## src/hdl/ufrc_pkg.sv

```systemverilog
`default_nettype none

package ufrc_pkg;

	// Field widths of the command and result transfers
	localparam int NODE_W  = 6;
	localparam int COUNT_W = 7;
	localparam int RANK_W  = 3;

	localparam logic [RANK_W-1:0]  RANK_MAX         = 3'd7;
	localparam logic [COUNT_W-1:0] NODE_COUNT_RESET = 7'd64;
	localparam int                 MAX_NODES_DEFAULT = 64;

	// Opcodes
	localparam logic OP_UNION = 1'b0;
	localparam logic OP_QUERY = 1'b1;

	typedef struct packed {
		logic              opcode;
		logic [NODE_W-1:0] node_a;
		logic [NODE_W-1:0] node_b;
	} ufrc_cmd_t;

	typedef struct packed {
		logic [NODE_W-1:0]  root_a;
		logic [NODE_W-1:0]  root_b;
		logic               merged;
		logic               same_set;
		logic [COUNT_W-1:0] set_total;
		logic               all_joined;
		logic               bad_node;
	} ufrc_res_t;

	// Largest node count the store can hold, in the count width
	function automatic logic [COUNT_W-1:0] count_cap(input int max_nodes);
		logic [COUNT_W-1:0] cap;
		if (max_nodes >= (1 << COUNT_W)) begin
			cap = '1;
		end else begin
			cap = COUNT_W'(max_nodes);
		end
		return cap;
	endfunction

	// Node count in use: held to 1..cap
	function automatic logic [COUNT_W-1:0] clamp_count(input logic [COUNT_W-1:0] v,
		input logic [COUNT_W-1:0] cap);
		logic [COUNT_W-1:0] r;
		if (v == '0) begin
			r = COUNT_W'(1);
		end else if (v > cap) begin
			r = cap;
		end else begin
			r = v;
		end
		return r;
	endfunction

endpackage

`default_nettype wire

```

## src/hdl/ufrc_mem.sv

```systemverilog
`default_nettype none

// Node table: one write port, one read port, registered read data
module ufrc_mem #(
	parameter int DEPTH = 64,
	parameter int AW    = 6,
	parameter int DW    = 9
) (
	input  wire logic          clk,
	input  wire logic          we,
	input  wire logic [AW-1:0] waddr,
	input  wire logic [DW-1:0] wdata,
	input  wire logic [AW-1:0] raddr,
	output logic      [DW-1:0] rdata
);

	logic [DW-1:0] store_q [DEPTH];
	logic [DW-1:0] rdata_q;

	always_ff @(posedge clk) begin
		if (we) begin
			store_q[waddr] <= wdata;
		end
		rdata_q <= store_q[raddr];
	end

	assign rdata = rdata_q;

endmodule

`default_nettype wire

```

## src/hdl/ufrc_ctrl.sv

```systemverilog
`default_nettype none

// Sequencer: root walks, path rewrites, linking and the set count
module ufrc_ctrl #(
	parameter int MAX_NODES = ufrc_pkg::MAX_NODES_DEFAULT,
	parameter int NW        = $clog2(MAX_NODES),
	parameter int MW        = NW + ufrc_pkg::RANK_W
) (
	input  wire logic                               clk,
	input  wire logic                               arst_n,
	input  wire logic                               start,
	input  wire ufrc_pkg::ufrc_cmd_t                cmd,
	input  wire logic                               restart,
	input  wire logic [ufrc_pkg::COUNT_W-1:0]       restart_count,
	input  wire logic [ufrc_pkg::COUNT_W-1:0]       limit,
	output logic                                    busy,
	output logic                                    done,
	output ufrc_pkg::ufrc_res_t                     result,
	output logic                                    mem_we,
	output logic      [NW-1:0]                      mem_waddr,
	output logic      [MW-1:0]                      mem_wdata,
	output logic      [NW-1:0]                      mem_raddr,
	input  wire logic [MW-1:0]                      mem_rdata
);

	localparam int NODE_W  = ufrc_pkg::NODE_W;
	localparam int COUNT_W = ufrc_pkg::COUNT_W;
	localparam int RANK_W  = ufrc_pkg::RANK_W;

	localparam logic [NW-1:0]      LAST_NODE = NW'(MAX_NODES - 1);
	localparam logic [COUNT_W-1:0] CAP       = ufrc_pkg::count_cap(MAX_NODES);
	localparam logic [COUNT_W-1:0] RST_COUNT =
		ufrc_pkg::clamp_count(ufrc_pkg::NODE_COUNT_RESET, CAP);

	// Sequencer states
	localparam logic [2:0] S_CLR  = 3'd0;
	localparam logic [2:0] S_IDLE = 3'd1;
	localparam logic [2:0] S_WALK = 3'd2;
	localparam logic [2:0] S_CMP  = 3'd3;
	localparam logic [2:0] S_LINK = 3'd4;
	localparam logic [2:0] S_BUMP = 3'd5;

	logic [2:0]         state_q, state_d;
	logic [NW-1:0]      clr_q, clr_d;
	logic               op_q, op_d;
	logic [NW-1:0]      a_q, a_d, b_q, b_d;
	logic               sel_q, sel_d;
	logic [NW-1:0]      cur_q, cur_d;
	logic [NW-1:0]      ra_q, ra_d, rb_q, rb_d;
	logic [RANK_W-1:0]  rka_q, rka_d, rkb_q, rkb_d;
	logic [COUNT_W-1:0] cnt_q, cnt_d;
	logic               done_q;
	ufrc_pkg::ufrc_res_t result_q, res_d;
	logic               emit;
	logic               phase_end;

	logic [NW-1:0]      link;
	logic [RANK_W-1:0]  rd_rank;
	logic [NW-1:0]      node_sel;
	logic [NW-1:0]      root_sel;
	logic [NW-1:0]      in_a, in_b;
	logic               in_bad;
	logic [RANK_W-1:0]  rkb_inc;

	assign link     = mem_rdata[NW-1:0];
	assign rd_rank  = mem_rdata[MW-1:NW];
	assign node_sel = sel_q ? b_q : a_q;
	assign root_sel = sel_q ? rb_q : ra_q;
	assign in_a     = NW'(cmd.node_a);
	assign in_b     = NW'(cmd.node_b);
	assign in_bad   = ({1'b0, cmd.node_a} >= limit) || ({1'b0, cmd.node_b} >= limit);
	assign rkb_inc  = (rkb_q == ufrc_pkg::RANK_MAX) ? rkb_q : rkb_q + 1'b1;

	// Next-state and table access
	always_comb begin
		state_d   = state_q;
		clr_d     = clr_q;
		op_d      = op_q;
		a_d       = a_q;
		b_d       = b_q;
		sel_d     = sel_q;
		cur_d     = cur_q;
		ra_d      = ra_q;
		rb_d      = rb_q;
		rka_d     = rka_q;
		rkb_d     = rkb_q;
		cnt_d     = cnt_q;
		mem_we    = 1'b0;
		mem_waddr = cur_q;
		mem_wdata = {rd_rank, root_sel};
		mem_raddr = cur_q;
		emit      = 1'b0;
		phase_end = 1'b0;
		res_d     = '0;

		unique case (state_q)
			S_CLR: begin
				// every node its own root, rank zero
				mem_we    = 1'b1;
				mem_waddr = clr_q;
				mem_wdata = {{RANK_W{1'b0}}, clr_q};
				clr_d     = clr_q + 1'b1;
				if (clr_q == LAST_NODE) begin
					state_d = S_IDLE;
				end
			end
			S_IDLE: begin
				if (start) begin
					if (in_bad) begin
						emit            = 1'b1;
						res_d.set_total = cnt_q;
						res_d.all_joined = (cnt_q == COUNT_W'(1));
						res_d.bad_node  = 1'b1;
					end else begin
						op_d      = cmd.opcode;
						a_d       = in_a;
						b_d       = in_b;
						sel_d     = 1'b0;
						mem_raddr = in_a;
						cur_d     = in_a;
						state_d   = S_WALK;
					end
				end
			end
			S_WALK: begin
				if (link == cur_q) begin
					// root reached; its rank comes with the same word
					if (sel_q) begin
						rb_d  = cur_q;
						rkb_d = rd_rank;
					end else begin
						ra_d  = cur_q;
						rka_d = rd_rank;
					end
					if (node_sel == cur_q) begin
						phase_end = 1'b1;
					end else begin
						mem_raddr = node_sel;
						cur_d     = node_sel;
						state_d   = S_CMP;
					end
				end else begin
					mem_raddr = link;
					cur_d     = link;
				end
			end
			S_CMP: begin
				// repoint this path node at the root, keep its rank
				mem_we    = 1'b1;
				mem_waddr = cur_q;
				mem_wdata = {rd_rank, root_sel};
				if (link == root_sel) begin
					phase_end = 1'b1;
				end else begin
					mem_raddr = link;
					cur_d     = link;
				end
			end
			S_LINK: begin
				res_d.root_a   = NODE_W'(ra_q);
				res_d.root_b   = NODE_W'(rb_q);
				res_d.same_set = (ra_q == rb_q);
				if (op_q == ufrc_pkg::OP_QUERY || ra_q == rb_q) begin
					emit    = 1'b1;
					state_d = S_IDLE;
				end else begin
					res_d.merged = 1'b1;
					if (cnt_q > COUNT_W'(1)) begin
						cnt_d = cnt_q - 1'b1;
					end
					mem_we = 1'b1;
					if (rka_q > rkb_q) begin
						mem_waddr = rb_q;
						mem_wdata = {rkb_q, ra_q};
						emit      = 1'b1;
						state_d   = S_IDLE;
					end else begin
						mem_waddr = ra_q;
						mem_wdata = {rka_q, rb_q};
						if (rka_q < rkb_q) begin
							emit    = 1'b1;
							state_d = S_IDLE;
						end else begin
							state_d = S_BUMP;
						end
					end
				end
				res_d.set_total  = cnt_d;
				res_d.all_joined = (cnt_d == COUNT_W'(1));
			end
			S_BUMP: begin
				// equal ranks: the surviving root grows one level
				mem_we           = 1'b1;
				mem_waddr        = rb_q;
				mem_wdata        = {rkb_inc, rb_q};
				emit             = 1'b1;
				res_d.root_a     = NODE_W'(ra_q);
				res_d.root_b     = NODE_W'(rb_q);
				res_d.merged     = 1'b1;
				res_d.set_total  = cnt_q;
				res_d.all_joined = (cnt_q == COUNT_W'(1));
				state_d          = S_IDLE;
			end
			default: begin
				state_d = S_IDLE;
			end
		endcase

		// end of a find: move on to the second node, or to linking
		if (phase_end) begin
			if (!sel_q) begin
				sel_d     = 1'b1;
				mem_raddr = b_q;
				cur_d     = b_q;
				state_d   = S_WALK;
			end else begin
				state_d = S_LINK;
			end
		end
	end

	// Control state
	always_ff @(posedge clk or negedge arst_n) begin
		if (!arst_n) begin
			state_q <= S_CLR;
			clr_q   <= '0;
			cnt_q   <= RST_COUNT;
			done_q  <= 1'b0;
		end else if (restart) begin
			state_q <= S_CLR;
			clr_q   <= '0;
			cnt_q   <= restart_count;
			done_q  <= 1'b0;
		end else begin
			state_q <= state_d;
			clr_q   <= clr_d;
			cnt_q   <= cnt_d;
			done_q  <= emit;
		end
	end

	// Working registers
	always_ff @(posedge clk) begin
		op_q  <= op_d;
		a_q   <= a_d;
		b_q   <= b_d;
		sel_q <= sel_d;
		cur_q <= cur_d;
		ra_q  <= ra_d;
		rb_q  <= rb_d;
		rka_q <= rka_d;
		rkb_q <= rkb_d;
		if (emit) begin
			result_q <= res_d;
		end
	end

	assign busy   = (state_q != S_IDLE);
	assign done   = done_q;
	assign result = result_q;

	// Checks
	a_count_range: assert property (@(posedge clk) disable iff (!arst_n)
		(cnt_q != '0) && (cnt_q <= limit))
		else $error("set count out of range");

	a_cmp_not_root: assert property (@(posedge clk) disable iff (!arst_n)
		(state_q == S_CMP) |-> (cur_q != root_sel))
		else $error("path rewrite reached the root");

	a_merge_excl: assert property (@(posedge clk) disable iff (!arst_n)
		(done_q && result_q.merged) |-> (!result_q.same_set && !result_q.bad_node))
		else $error("merge reported with same set or bad node");

	a_accept_moves: assert property (@(posedge clk) disable iff (!arst_n)
		(start && state_q == S_IDLE) |=> (state_q != S_IDLE || done_q))
		else $error("accepted command neither started nor answered");

	a_bump_after_link: assert property (@(posedge clk) disable iff (!arst_n)
		(state_q == S_BUMP) |-> ($past(state_q) == S_LINK))
		else $error("rank bump without link");

endmodule

`default_nettype wire

```

## src/hdl/union_find_rank_compress.sv

```systemverilog
// Disjoint-set store with union by rank and path compression.
// Command channel: cmd (opcode, node_a, node_b) is transferred at a rising
// edge with start high and busy low. opcode union joins the two sets, query
// only reports; both compress the walked paths.
// Result channel: result is valid for exactly one cycle while done is high.
// There is no back-pressure; the receiver must take it in that cycle.
// Sequence: a command with a node at or above node_count is answered in the
// cycle after its transfer. Otherwise each find walks the links from the node
// to its root (depth at most log2 of the node count), then rewrites the path,
// if any, onto that root; a link step follows, plus a rank bump step when two
// equal-rank roots meet. done rises together with the registered result.
// The pace is set by the node table's one read port: one link read per cycle.
// Configuration: cfg_we with cfg_wdata writes node_count (clamped to
// 1..MAX_NODES) and restarts the store.
// Reset and every node_count write start a clearing pass over all MAX_NODES
// table entries that resets all links and ranks; busy is high throughout.
`default_nettype none

module union_find_rank_compress #(
	parameter int MAX_NODES = ufrc_pkg::MAX_NODES_DEFAULT
) (
	input  wire logic                         clk,
	input  wire logic                         arst_n,
	input  wire logic                         start,
	input  wire ufrc_pkg::ufrc_cmd_t          cmd,
	output logic                              busy,
	output logic                              done,
	output ufrc_pkg::ufrc_res_t               result,
	input  wire logic                         cfg_we,
	input  wire logic [ufrc_pkg::COUNT_W-1:0] cfg_wdata
);

	localparam int NW = $clog2(MAX_NODES);
	localparam int MW = NW + ufrc_pkg::RANK_W;
	localparam logic [ufrc_pkg::COUNT_W-1:0] CAP = ufrc_pkg::count_cap(MAX_NODES);

	logic [ufrc_pkg::COUNT_W-1:0] node_count_q;
	logic [ufrc_pkg::COUNT_W-1:0] limit;
	logic [ufrc_pkg::COUNT_W-1:0] restart_count;

	logic          mem_we;
	logic [NW-1:0] mem_waddr;
	logic [MW-1:0] mem_wdata;
	logic [NW-1:0] mem_raddr;
	logic [MW-1:0] mem_rdata;

	// node_count register
	always_ff @(posedge clk or negedge arst_n) begin
		if (!arst_n) begin
			node_count_q <= ufrc_pkg::NODE_COUNT_RESET;
		end else if (cfg_we) begin
			node_count_q <= cfg_wdata;
		end
	end

	// Count in use and restart value
	assign limit         = ufrc_pkg::clamp_count(node_count_q, CAP);
	assign restart_count = ufrc_pkg::clamp_count(cfg_wdata, CAP);

	ufrc_ctrl #(
		.MAX_NODES (MAX_NODES),
		.NW        (NW),
		.MW        (MW)
	) u_ctrl (
		.clk           (clk),
		.arst_n        (arst_n),
		.start         (start),
		.cmd           (cmd),
		.restart       (cfg_we),
		.restart_count (restart_count),
		.limit         (limit),
		.busy          (busy),
		.done          (done),
		.result        (result),
		.mem_we        (mem_we),
		.mem_waddr     (mem_waddr),
		.mem_wdata     (mem_wdata),
		.mem_raddr     (mem_raddr),
		.mem_rdata     (mem_rdata)
	);

	ufrc_mem #(
		.DEPTH (MAX_NODES),
		.AW    (NW),
		.DW    (MW)
	) u_mem (
		.clk   (clk),
		.we    (mem_we),
		.waddr (mem_waddr),
		.wdata (mem_wdata),
		.raddr (mem_raddr),
		.rdata (mem_rdata)
	);

endmodule

`default_nettype wire
```

## config.mk

```make
export PLATFORM = sky130hd
export DESIGN_NAME = union_find_rank_compress
export DESIGN_NICKNAME = d
export VERILOG_FILES = /design/src/hdl/ufrc_pkg.sv /design/src/hdl/ufrc_mem.sv /design/src/hdl/ufrc_ctrl.sv /design/src/hdl/union_find_rank_compress.sv
export SDC_FILE = /design/constraint.sdc
export NUM_CORES = 1
export LEC_CHECK = 0
export BUFFER_PORTS_ARGS = -buffer_cell sky130_fd_sc_hd__buf_2
export CAP_MARGIN = 20
export CORE_MARGIN = 3
export CORE_UTILIZATION = 55
export CTS_BUF_LIST = sky130_fd_sc_hd__clkbuf_4 sky130_fd_sc_hd__clkbuf_8
export DETAILED_ROUTE_END_ITERATION = 10
export GPL_TIMING_DRIVEN = 0
export HOLD_SLACK_MARGIN = 0.05
export PLACE_DENSITY = 0.8
export REMOVE_ABC_BUFFERS = 1
export SETUP_SLACK_MARGIN = 0.2
export SLEW_MARGIN = 10
export SYNTH_ARGS = -nofsm -noshare
export SYNTH_HDL_FRONTEND = slang
export SYNTH_SLANG_ARGS = --single-unit
```

## constraint.sdc

```tcl
create_clock -name clk -period 9.6 [get_ports clk]
set_input_delay 0.96 -clock clk [delete_from_list [all_inputs] [get_ports clk]]
set_output_delay 0.96 -clock clk [all_outputs]
set_load 0.1 [all_outputs]
```

-- Word level (Yosys, flattened, before mapping)
Memory sizes are Yosys's and may differ from the RTL's. A register that Yosys moved wholly into a read port is not among the register bits.
Index checks and enable logic that the tools add are counted.
- bits in registers: 85
- bits in latches: 0
- memory bits (writable): 576
- ROM bits: 0
- bits of input ports: 24
- output and inout bits: 25
- word-level logic and storage cells: 131
- memories: 1
- memories (name ; words ; width ; rd ports ; clocked after memory_dff ; wr ports ; line ; source):
    u_mem.store_q ; 64 ; 9 ; 1 ; 1 ; 1 ; ufrc_mem.sv:17 ; logic [DW-1:0] store_q [DEPTH];
- add/subtract/negate cells: 3
- $mul: 0
- divide/modulo/power cells: 0
- $lt $le $gt $ge: 7
- equal/unequal tests: 20
- shift operators: 0
- mux-type cells: 64
- bitwise logic cells: 2
- reductions and logical operators: 13
- operator list (cell ; number):
    $mux W6 ; 13
    $mux W7 ; 9
    $mux W3 ; 12
    $mux W9 ; 4
    $pmux W6 S3 ; 2
    $pmux W9 S3 ; 1
    $pmux W13 S2 ; 1
    $eq A6 B6 Y1 ; 4
    $pmux W8 S3 ; 1
    $mux W1 ; 17
    $pmux W3 S5 ; 1
    $eq A7 B1 Y1 const B ; 2
    $ge A6 B7 Y1 ; 2
    $gt A7 B7 Y1 const B ; 2
    $logic_not A7 Y1 ; 2
    $ne A4 B3 Y1 const B ; 3
    $eq A3 B3 Y1 const B ; 3
    $reduce_and A3 Y1 ; 3
    $ne A4 B2 Y1 const B ; 2
    $gt A7 B1 Y1 const B ; 1
    $sub A7 B1 Y7 const B ; 1
    $add A6 B1 Y6 const B ; 1
    $eq A3 B2 Y1 const B ; 2
    $eq A6 B6 Y1 const B ; 1
    15 further kinds ; 19

-- Depth between registers and ports, before layout
Gate-level depths: netlist of the first run.
- depth after elaboration: 10
- mapped depth: 20
- depth with buffers taken out: 17

-- Cells and area by module
Synthesis of the first run repeated with hierarchy kept, for this count alone.
- cells, all modules: 1530
- area, all modules: 27820.4 um2
- by module, submodules not included (module ; times used ; cells each ; area an instance (um2) ; seq. area each (um2)):
    ufrc_mem ; 1 ; 1020 ; 22594.2 ; 17476.8
    ufrc_ctrl ; 1 ; 477 ; 4838.4 ; 2188.3
    union_find_rank_compress ; 1 ; 33 ; 387.9 ; 176.4

-- Worst setup path after synthesis of the first run
OpenSTA, ideal clock, no wires.
- kind: flip-flop to flip-flop
- from: register u_ctrl.rkb_q[1]
- to: memory u_mem.store_q[0][8], data pin
- setup time: 0.702 ns
- data arrival time: 4.277 ns
- data required time: 8.898 ns
- setup slack: 4.621 ns
- stages on the path, launching flop included: 10
- path buffers: 1
- period minus slack after synthesis: 4.979 ns
- cells stage by stage: edfxtp_1 -> inv_1 -> ha_1 -> nor2b_1 -> o21a_1 -> o21a_1 -> buf_1 -> mux2_2 -> a21oi_1 -> o21ai_0
- cells in the longest elaborated chain, start to end: 4
- ends and longest elaborated chain (item ; line ; source):
    start, declared ; ufrc_ctrl.sv:50 ; logic [RANK_W-1:0] rka_q, rka_d, rkb_q, rkb_d;
    start signal, assigned ; ufrc_ctrl.sv:252 ; rkb_q <= rkb_d;
    $gt A3 B3 Y1 ; ufrc_ctrl.sv:172 ; if (rka_q > rkb_q) begin
    $mux W9 ; ufrc_ctrl.sv:172 ;
    $mux W9 ; ufrc_ctrl.sv:163 ; if (op_q == ufrc_pkg::OP_QUERY || ra_q == rb_q) begin
    $pmux W9 S3 (*) ; ufrc_ctrl.sv:96 ; unique case (state_q)
    named net mem_wdata[8] ; union_find_rank_compress.sv:43 ; logic [MW-1:0] mem_wdata;
    end, declared ; ufrc_mem.sv:17 ;
Mark *: on every way through the listed nets, which the timed path passes. The rest lies on a longest branch.

-- Worst setup path in the final report of the first run
- from: register node_count_q[1] in the netlist's numbering
- to: register u_mem.rdata_q[7] (netlist: u_mem.rdata[7]) (read register of u_mem.store_q)
- cells in the longest elaborated chain, start to end: 10
- ends and longest elaborated chain (item ; line ; source):
    start, declared ; union_find_rank_compress.sv:37 ; logic [ufrc_pkg::COUNT_W-1:0] node_count_q;
    start signal, assigned ; union_find_rank_compress.sv:50 ; node_count_q <= ufrc_pkg::NODE_COUNT_RESET;
    start signal, assigned ; union_find_rank_compress.sv:52 ; node_count_q <= cfg_wdata;
    $gt A7 B7 Y1 ; ufrc_pkg.sv:51 ; end else if (v > cap) begin
    $mux W7 ; ufrc_pkg.sv:51 ;
    $mux W7 (*) ; ufrc_pkg.sv:49 ; if (v == '0) begin
    $ge A6 B7 Y1 ; ufrc_ctrl.sv:71 ; assign in_bad = ({1'b0, cmd.node_a} >= limit) || ({1'b0, cmd.node_b} >= limit);
    $logic_or A1 B1 Y1 (*) ; ufrc_ctrl.sv:71 ;
    $mux W6 (*) ; ufrc_ctrl.sv:109 ; if (in_bad) begin
    $mux W6 (*) ; ufrc_ctrl.sv:108 ; if (start) begin
    $pmux W6 S3 (*) ; ufrc_ctrl.sv:96 ;
    $mux W6 ; ufrc_ctrl.sv:211 ; if (!sel_q) begin
    $mux W6 (*) ; ufrc_ctrl.sv:210 ; if (phase_end) begin
    end, declared ; ufrc_mem.sv:18 ; logic [DW-1:0] rdata_q;
Every way passes the cells marked *; elsewhere a longest branch is shown, timed or not.
A chain may end at the register's enable or synchronous reset.

==> results of run 1 <==
[where the power goes]
group          internal [W]  leakage (nW)  switching, W
Clock               0.00126          1.09       0.00109
Sequential          0.00325          6.16     0.0000808
Combinational      0.000718          4.09       0.00131
[registers in the layout, indices dropped and copies added (netlist names)]
register and count:
node_count_q 7, u_ctrl.a_q 6, u_ctrl.b_q 6, u_ctrl.clr_q 6
u_ctrl.cnt_q 7, u_ctrl.cur_q 6, u_ctrl.done 1, u_ctrl.op_q 1
u_ctrl.ra_q 6, u_ctrl.rb_q 6, u_ctrl.result 23, u_ctrl.rka_q 3
u_ctrl.rkb_q 3, u_ctrl.sel_q 1, u_ctrl.state_q 3, u_mem.rdata 9
u_mem.store_q 576
[path summary, 6_finish.rpt]
check / startpoint / end / slack (ns)
worst max-delay path: node_count_q[1] / u_mem.rdata[7] / 1.92
worst min-delay path: arst_n / node_count_q[2] / 0.23
worst max register to register: node_count_q[1] / u_mem.rdata[7] / 1.92
worst min register to register: u_mem.rdata[8] / u_ctrl.rkb_q[2] / 0.49
max in group asynchronous: arst_n / u_ctrl.state_q[2] / 9.00
min in group clk: cmd[12] / u_ctrl.op_q / 0.47
[logic make-up (layout without fill, tap and decap cells)]
kind of cell / count (synthesis) / after routing / share of synthesized area
other: 0 / 1 / 0
DFF: 670 / 670 / 0.707
AOI/OAI and AO/OA: 358 / 358 / 0.0866
buffers and inverters: 132 / 291 / 0.0220
xor gates and xnor gates: 36 / 36 / 0.0112
adders and majority gates: 19 / 19 / 0.00847
and+or+nand+nor: 525 / 525 / 0.0848
muxes: 224 / 224 / 0.0801
[layer usage]
metal,global-route usage,vias to the layer above
li1,-,7760
met1,0.339,8804
met2,0.390,954
met3,0.0537,174
met4,0.100,2
met5,0,-
[layout make-up]
| class | instances | area share |
|---|---|---|
| Antenna cell | 1 | 0.0000794 |
| Tap cell | 672 | 0.0267 |
| Timing Repair Buffer | 78 | 0.0288 |
| Clock buffer | 145 | 0.0556 |
| Sequential cell | 670 | 0.630 |
| Multi-Input combinational cell | 1162 | 0.246 |
| Clock inverter | 41 | 0.00918 |
| Inverter | 27 | 0.00338 |
[stage by stage]
step           hold WS, ns  utilization  cells  TNS, ns  area (um^2)
6_report             0.234        0.627   2796        0        31500
5_1_grt              0.231        0.627   2795        0        31500
4_1_cts              0.217        0.626   2792        0        31500
3_5_place_dp         0.445        0.585   2606        0        29400
3_3_place_gp         0.437        0.570   2579   -12.92        28600
2_1_floorplan        0.419            -   1859        0        27600
[cell usage in the layout (no fill, tap or decap), types with 16 or more instances in the layout]
master / count
a21oi_1: 61
a22oi_1: 27
a32o_1: 17
a32oi_1: 29
buf_16: 18
buf_2: 50
clkbuf_4: 39
clkbuf_8: 106
clkinv_1: 22
dfrtp_1: 22
dfxtp_1: 16
edfxtp_1: 630
ha_1: 19
inv_1: 25
mux2i_1: 219
nand2_1: 239
nand3_1: 17
nand4_1: 24
nor2_1: 129
nor3_1: 22
nor4_1: 16
o21ai_0: 78
o221ai_1: 18
o22ai_1: 50
xnor2_1: 27
[critical path, cell delays in order, from the launching register on]
cell      delay (ns)
dfrtp_1         0.40
nor4_1          0.30
a21oi_1         0.13
nor2_1          0.14
ha_1            0.24
nand2b_1        0.14
a211o_1         0.31
a222oi_1        0.48
nor2b_2         0.84
a221o_1         0.64
nand2_8         0.53
buf_16          0.45
buf_16          0.30
clkinv_4        0.63
nand2_1         0.15
a32oi_1         0.37
o22ai_1         0.11
or4_1           0.57
nor4b_1         0.58
==> key figures, run 1 <==
Layout
  • # fillers: 3546
  • Sequential Area: 0.0198 mm^2
  • Area growth syn-to-layout: 12.2%
  • Share of cells above drive strength 1: 0.132
  • Fin nets: 2083
  • Multi-input logic area: 0.00776 mm^2

Route
  • DRC viols: 0
  • Final wirelength: 66900 um
  • Router iterations before antenna repair: 6
  • Vias per cell: 6.33
  • Detail Route Antenna Nets: 0
  • Met1 WL: 26700 um
  • Avg WL per Cell: 23.9 um
  • Met3 routed wirelength: 6010 um
  • Vias: 17694
  • Top Layer Used: met5
  • Routed wl met2: 31500 um
  • Initial DRC count: 2263

Floorplan
  • Core region area: 0.0503 mm^2
  • Die height: 232 um
  • Site row count: 82
  • I/O pin total: 49
  • DIE WIDTH: 232 um
  • Die area: 0.0538 mm^2
  • Starting Density: 0.558

Timing
  • Unrepaired setup endpoints after global routing: false
  • Hold Vio Cnt, Final: 0
  • Tcrit/Tclk final: 0.800
  • Clock Skew: 0.0269 ns
  • Min setup slack post-route: 1.92 ns
  • Period minus WS final: 7.68 ns
  • Rel. slew slack: 0.234
  • Finish-stage setup viols: 0
  • Slew Viols, Final: 0
  • Peak Freq: 0.130 GHz
  • Worst Max-Slew Pin Slew: 1.14 ns

Clock network
  • Clock buffer depth: 3
  • Worst-Skew Late Latency: 0.72 ns
  • # hold bufs at CTS: 0
  • CTS sink cnt: 670
  • Clock slew at reported path FFs: 0.07 ns
  • CTS tree: done
  • Post-CTS setup buffer count: 0
  • Cts repair resizes: 0
  • CTS Buf Count: 101
  • Root Driver: clkbuf_8
  • H-tree depth: 3

Critical path
  • Max Fanout on Critical Path: 88
  • Setup CP Type: register to register
  • Nature of the critical path endpoint: register
  • Startpoint Class: register
  • Crit path arrival time: 8.22 ns
  • Worst Reg-to-Reg Cells: 18
  • Critical path data required time: 10.14 ns

Logic synthesis
  • Mean Syn Cell Area: 14.3 um^2
  • Register area share after synthesis: 0.707
  • Mapped Area: 0.0281 mm^2
  • Most frequent cells after synthesis: edfxtp_1 (630), nand2_1 (239), mux2i_1 (219), nor2_1 (132), o21ai_0 (80)
  • Yosys top cell by area: edfxtp_1
  • Ys async rst share: 0.0358
  • EDFF count, synth: 630
  • Number of synthesis warnings: 0
  • Mapped Cells: 1964
  • Flops & latches, synth: 670
  • Post-synth top area share: 0.674
  • Cell with the most instances after synthesis: edfxtp_1
  • Most common flop cell mapped by yosys: edfxtp_1
  • Top post-synthesis cells by area: edfxtp_1 (67%), mux2i_1 (7.8%), nand2_1 (3.2%)
  • Synth cell types: 78

Global route
  • GR Overflow Total: 0
  • Pin count of the biggest net entering global routing: 89
  • Vias in the first global route: 17337
  • First-pass GRT wire length: 102000 um
  • Overall routing resource usage: 0.248
  • Initial antenna violation count: 2

Place
  • # port buffers: 48
  • Dpl ws: 1.91 ns
  • RePlAce Congestion: 0.910
  • Dpl hpwl: 42100 um

Power
  • Maximum VDD drop: 0.160 mV
  • Post-layout power: 0.00771 W
  • Leakage power: 11.3 nW
  • PwrDens: 245 mW/mm^2

Hold path
  • Hold Crit Class: input port to asynchronous set/reset pin

Run status
  • Status: completed

Run
  • Max Cap Viol: 0
(Power assumes the default switching activity.)
==> run 2, diff against run 1 <==
PLACE_DENSITY = 0.83   (was 0.8)
clock period = 6.2 ns   (was 9.6 ns; I/O delays follow)
==> key figures, run 2 (synthesized netlist as in run 1, its figures left out) <==
Run status
  • Status: completed (unchanged)

Route
  • Met3 routed wirelength: 7040 um (was 6010 um)
  • Detail Route Antenna Nets: 0 (unchanged)
  • Vias: 17820 (was 17694)
  • Initial DRC count: 2581 (was 2263)
  • Avg WL per Cell: 24.2 um (was 23.9 um)
  • Met1 WL: 26000 um (was 26700 um)
  • Final wirelength: 67700 um (was 66900 um)
  • DRC viols: 0 (unchanged)
  • Vias per cell: 6.36 (was 6.33)
  • Routed wl met2: 32000 um (was 31500 um)
  • Top Layer Used: met5 (unchanged)
  • Router iterations before antenna repair: 8 (was 6)

Clock network
  • CTS tree: done (unchanged)
  • Clock slew at reported path FFs: 0.07 ns (about the same)
  • Clock buffer depth: 3 (unchanged)
  • Worst-Skew Late Latency: 0.72 ns (about the same)
  • CTS sink cnt: 670 (unchanged)
  • H-tree depth: 3 (unchanged)
  • CTS Buf Count: 100 (was 101)
  • Root Driver: clkbuf_8 (unchanged)

Layout
  • Fin area: 0.0316 mm^2 (was 0.0315 mm^2)
  • Most frequent cells in the layout: edfxtp_1 (630), nand2_1 (239), mux2i_1 (219) (unchanged)
  • Largest reg by FF count: u_mem.store_q (unchanged)
  • Number of diodes: 0 (was 1)
  • Fin nets: 2089 (was 2083)
  • Share of cells above drive strength 1: 0.138 (was 0.132)
  • Area growth syn-to-layout: 12.5% (was 12.2%)
  • Max FFs per register: 576 (unchanged)
  • Commonest non-fill, non-tap cell in the layout: edfxtp_1 (unchanged)

Power
  • Clk network pwr share: 0.293 (was 0.305)
  • Maximum VDD drop: 0.248 mV (was 0.160 mV)
  • Switching share of total power: 0.331 (was 0.321)
  • Leakage power: 11.4 nW (was 11.3 nW)
  • P_sw: 0.00396 W (was 0.00248 W)
  • Register share of total power: 0.432 (about the same)
  • Comb power frac: 0.275 (was 0.263)
  • PwrDens: 378 mW/mm^2 (was 245 mW/mm^2)
  • P_int: 0.00799 W (was 0.00523 W)

Timing
  • Period minus WS final: 5.67 ns (was 7.68 ns)
  • Slew Viols, Final: 0 (unchanged)
  • Peak Freq: 0.176 GHz (was 0.130 GHz)
  • Unrepaired setup endpoints after global routing: false (unchanged)
  • Worst Max-Slew Pin Slew: 1.09 ns (was 1.14 ns)
  • Rel. slew slack: 0.269 (was 0.234)
  • Clock Skew: 0.0454 ns (was 0.0269 ns)
  • Worst-case hold slack: 0.141 ns (was 0.234 ns)
  • Tcrit/Tclk final: 0.915 (was 0.800)
  • Finish-stage setup viols: 0 (unchanged)
  • Hold Vio Cnt, Final: 0 (unchanged)
  • Min setup slack post-route: 0.528 ns (was 1.92 ns)

Critical path
  • CP dominant cell by count: nor4_1 (was buf_16)
  • Slowest CP cell: nand2_1 (was nor2b_2)
  • Top Family by Delay on Critical Path: simple AND/OR/NAND/NOR gates (unchanged)
  • Startpoint Class: register (unchanged)
  • Critical-path cell list: nor4_1, a21oi_1, nor2_1, ha_1, nand2b_1, a211o_1, a222oi_1, buf_4, nor2b_4, a211oi_1, a31o_1, inv_1, nand2_1, o22ai_1, nor4_1, or4_1, nor4b_2 (was nor4_1, a21oi_1, nor2_1, ha_1, nand2b_1, a211o_1, a222oi_1, nor2b_2, a221o_1, nand2_8, buf_16, buf_16, clkinv_4, nand2_1, a32oi_1, o22ai_1, or4_1, nor4b_1)
  • CP bufs+invs: 2 (was 3)
  • Setup CP Type: register to register (unchanged)
  • Crit path arrival time: 6.25 ns (was 8.22 ns)
  • Nature of the critical path endpoint: register (unchanged)
  • Worst path max stage delay: 0.66 ns (was 0.84 ns)
  • Critical path data required time: 6.77 ns (was 10.14 ns)
  • Max Fanout on Critical Path: 27 (was 88)

Floorplan
  • I/O pin total: 49 (unchanged)
  • Site row count: 82 (unchanged)
  • Die area: 0.0538 mm^2 (unchanged)
  • DIE WIDTH: 232 um (unchanged)
  • Core region area: 0.0503 mm^2 (unchanged)
  • Die height: 232 um (unchanged)
  • Starting Density: 0.558 (unchanged)

Place
  • Dpl ws: -1.02 ns (was 1.91 ns)
  • RePlAce Congestion: 0.909 (was 0.910)
  • Dpl hpwl: 41500 um (was 42100 um)
  • Placed instance area: 0.0294 mm^2 (about the same)
  • # port buffers: 48 (unchanged)

Global route
  • GR Overflow Total: 0 (unchanged)
  • Vias in the first global route: 17308 (was 17337)
  • Overall routing resource usage: 0.247 (was 0.248)
  • Pin count of the biggest net entering global routing: 95 (was 89)
  • Initial antenna violation count: 2 (unchanged)
  • First-pass GRT wire length: 101000 um (was 102000 um)

Run
  • Max Cap Viol: 0 (unchanged)

Hold path
  • Hold Crit Class: input port to register (was input port to asynchronous set/reset pin)
[run 2: cell count changes in the layout (fill, tap and decap cells not counted), sizes merged, moves of 2 or more]
cell,previous run,this run
clkinvlp,1,5
clkinv,34,47
clkbuf,145,134
buf,78,80
bufinv,3,0
[run 2: cell type report]
| type | count | area, um^2 |
|---|---|---|
| Clock inverter | 54 | 295 |
| Inverter | 27 | 128 |
| Tap cell | 672 | 841 |
| Multi-Input combinational cell | 1164 | 7860 |
| Sequential cell | 670 | 19800 |
| Timing Repair Buffer | 83 | 946 |
| Fill cell | 3466 | 18700 |
| Clock buffer | 132 | 1670 |
[run 2: power groups by stage]
stage | Combinational, W | Clock (W) | Sequential (W)
final | 0.00328 | 0.00351 | 0.00516
after global routing | 0.00346 | 0.00373 | 0.00517
after CTS | 0.00310 | 0.00352 | 0.00516
after detailed placement | 0.00304 | 0 | 0.00525
after global placement | 0.00302 | 0 | 0.00526
after floorplan | 0.00209 | 0 | 0.00521
[run 2: worst paths after layout]
path / from / endpoint / slack (ns) / depth (start not counted)
setup reg to reg: node_count_q[1] / u_mem.rdata[7] / 0.53 / 17
max in group asynchronous: arst_n / node_count_q[6] / 5.36 / 2
setup / recovery: node_count_q[1] / u_mem.rdata[7] / 0.53 / 17
min in group asynchronous: arst_n / u_ctrl.cnt_q[1] / 0.46 / 2
hold / removal: cmd[12] / u_ctrl.op_q / 0.14 / 1
hold reg to reg: u_mem.rdata[8] / u_ctrl.rkb_q[2] / 0.47 / 0
[run 2: stage by stage]
step	TNS (ns)	total power [W]	util	std cells
final	0	0.0119	0.628	2802
after global routing	0	0.0124	0.628	2802
after CTS	0	0.0118	0.625	2794
after detailed placement	-7.95	0.00829	0.584	2602
after global placement	-743.49	0.00828	0.570	2579
after floorplan	-13.40	0.00730	-	1859
[run 2: timing repair]
action | 4_1_cts | 5_1_grt
cloned | 2 | 2
pin swaps | 1 | 2
gates resized for setup | 7 | 9
buffers inserted | 3 | 3
setup endpoints to repair | 9 | 9
hold buffers | 1 | 0
endpoints found under the hold margin | 22 | 0
[run 2: per-layer routing]
layer	up-vias	GRT usage
met2	1118	0.399
met4	4	0.0984
li1	7770	-
met3	206	0.0500
met1	8722	0.332
met5	-	0
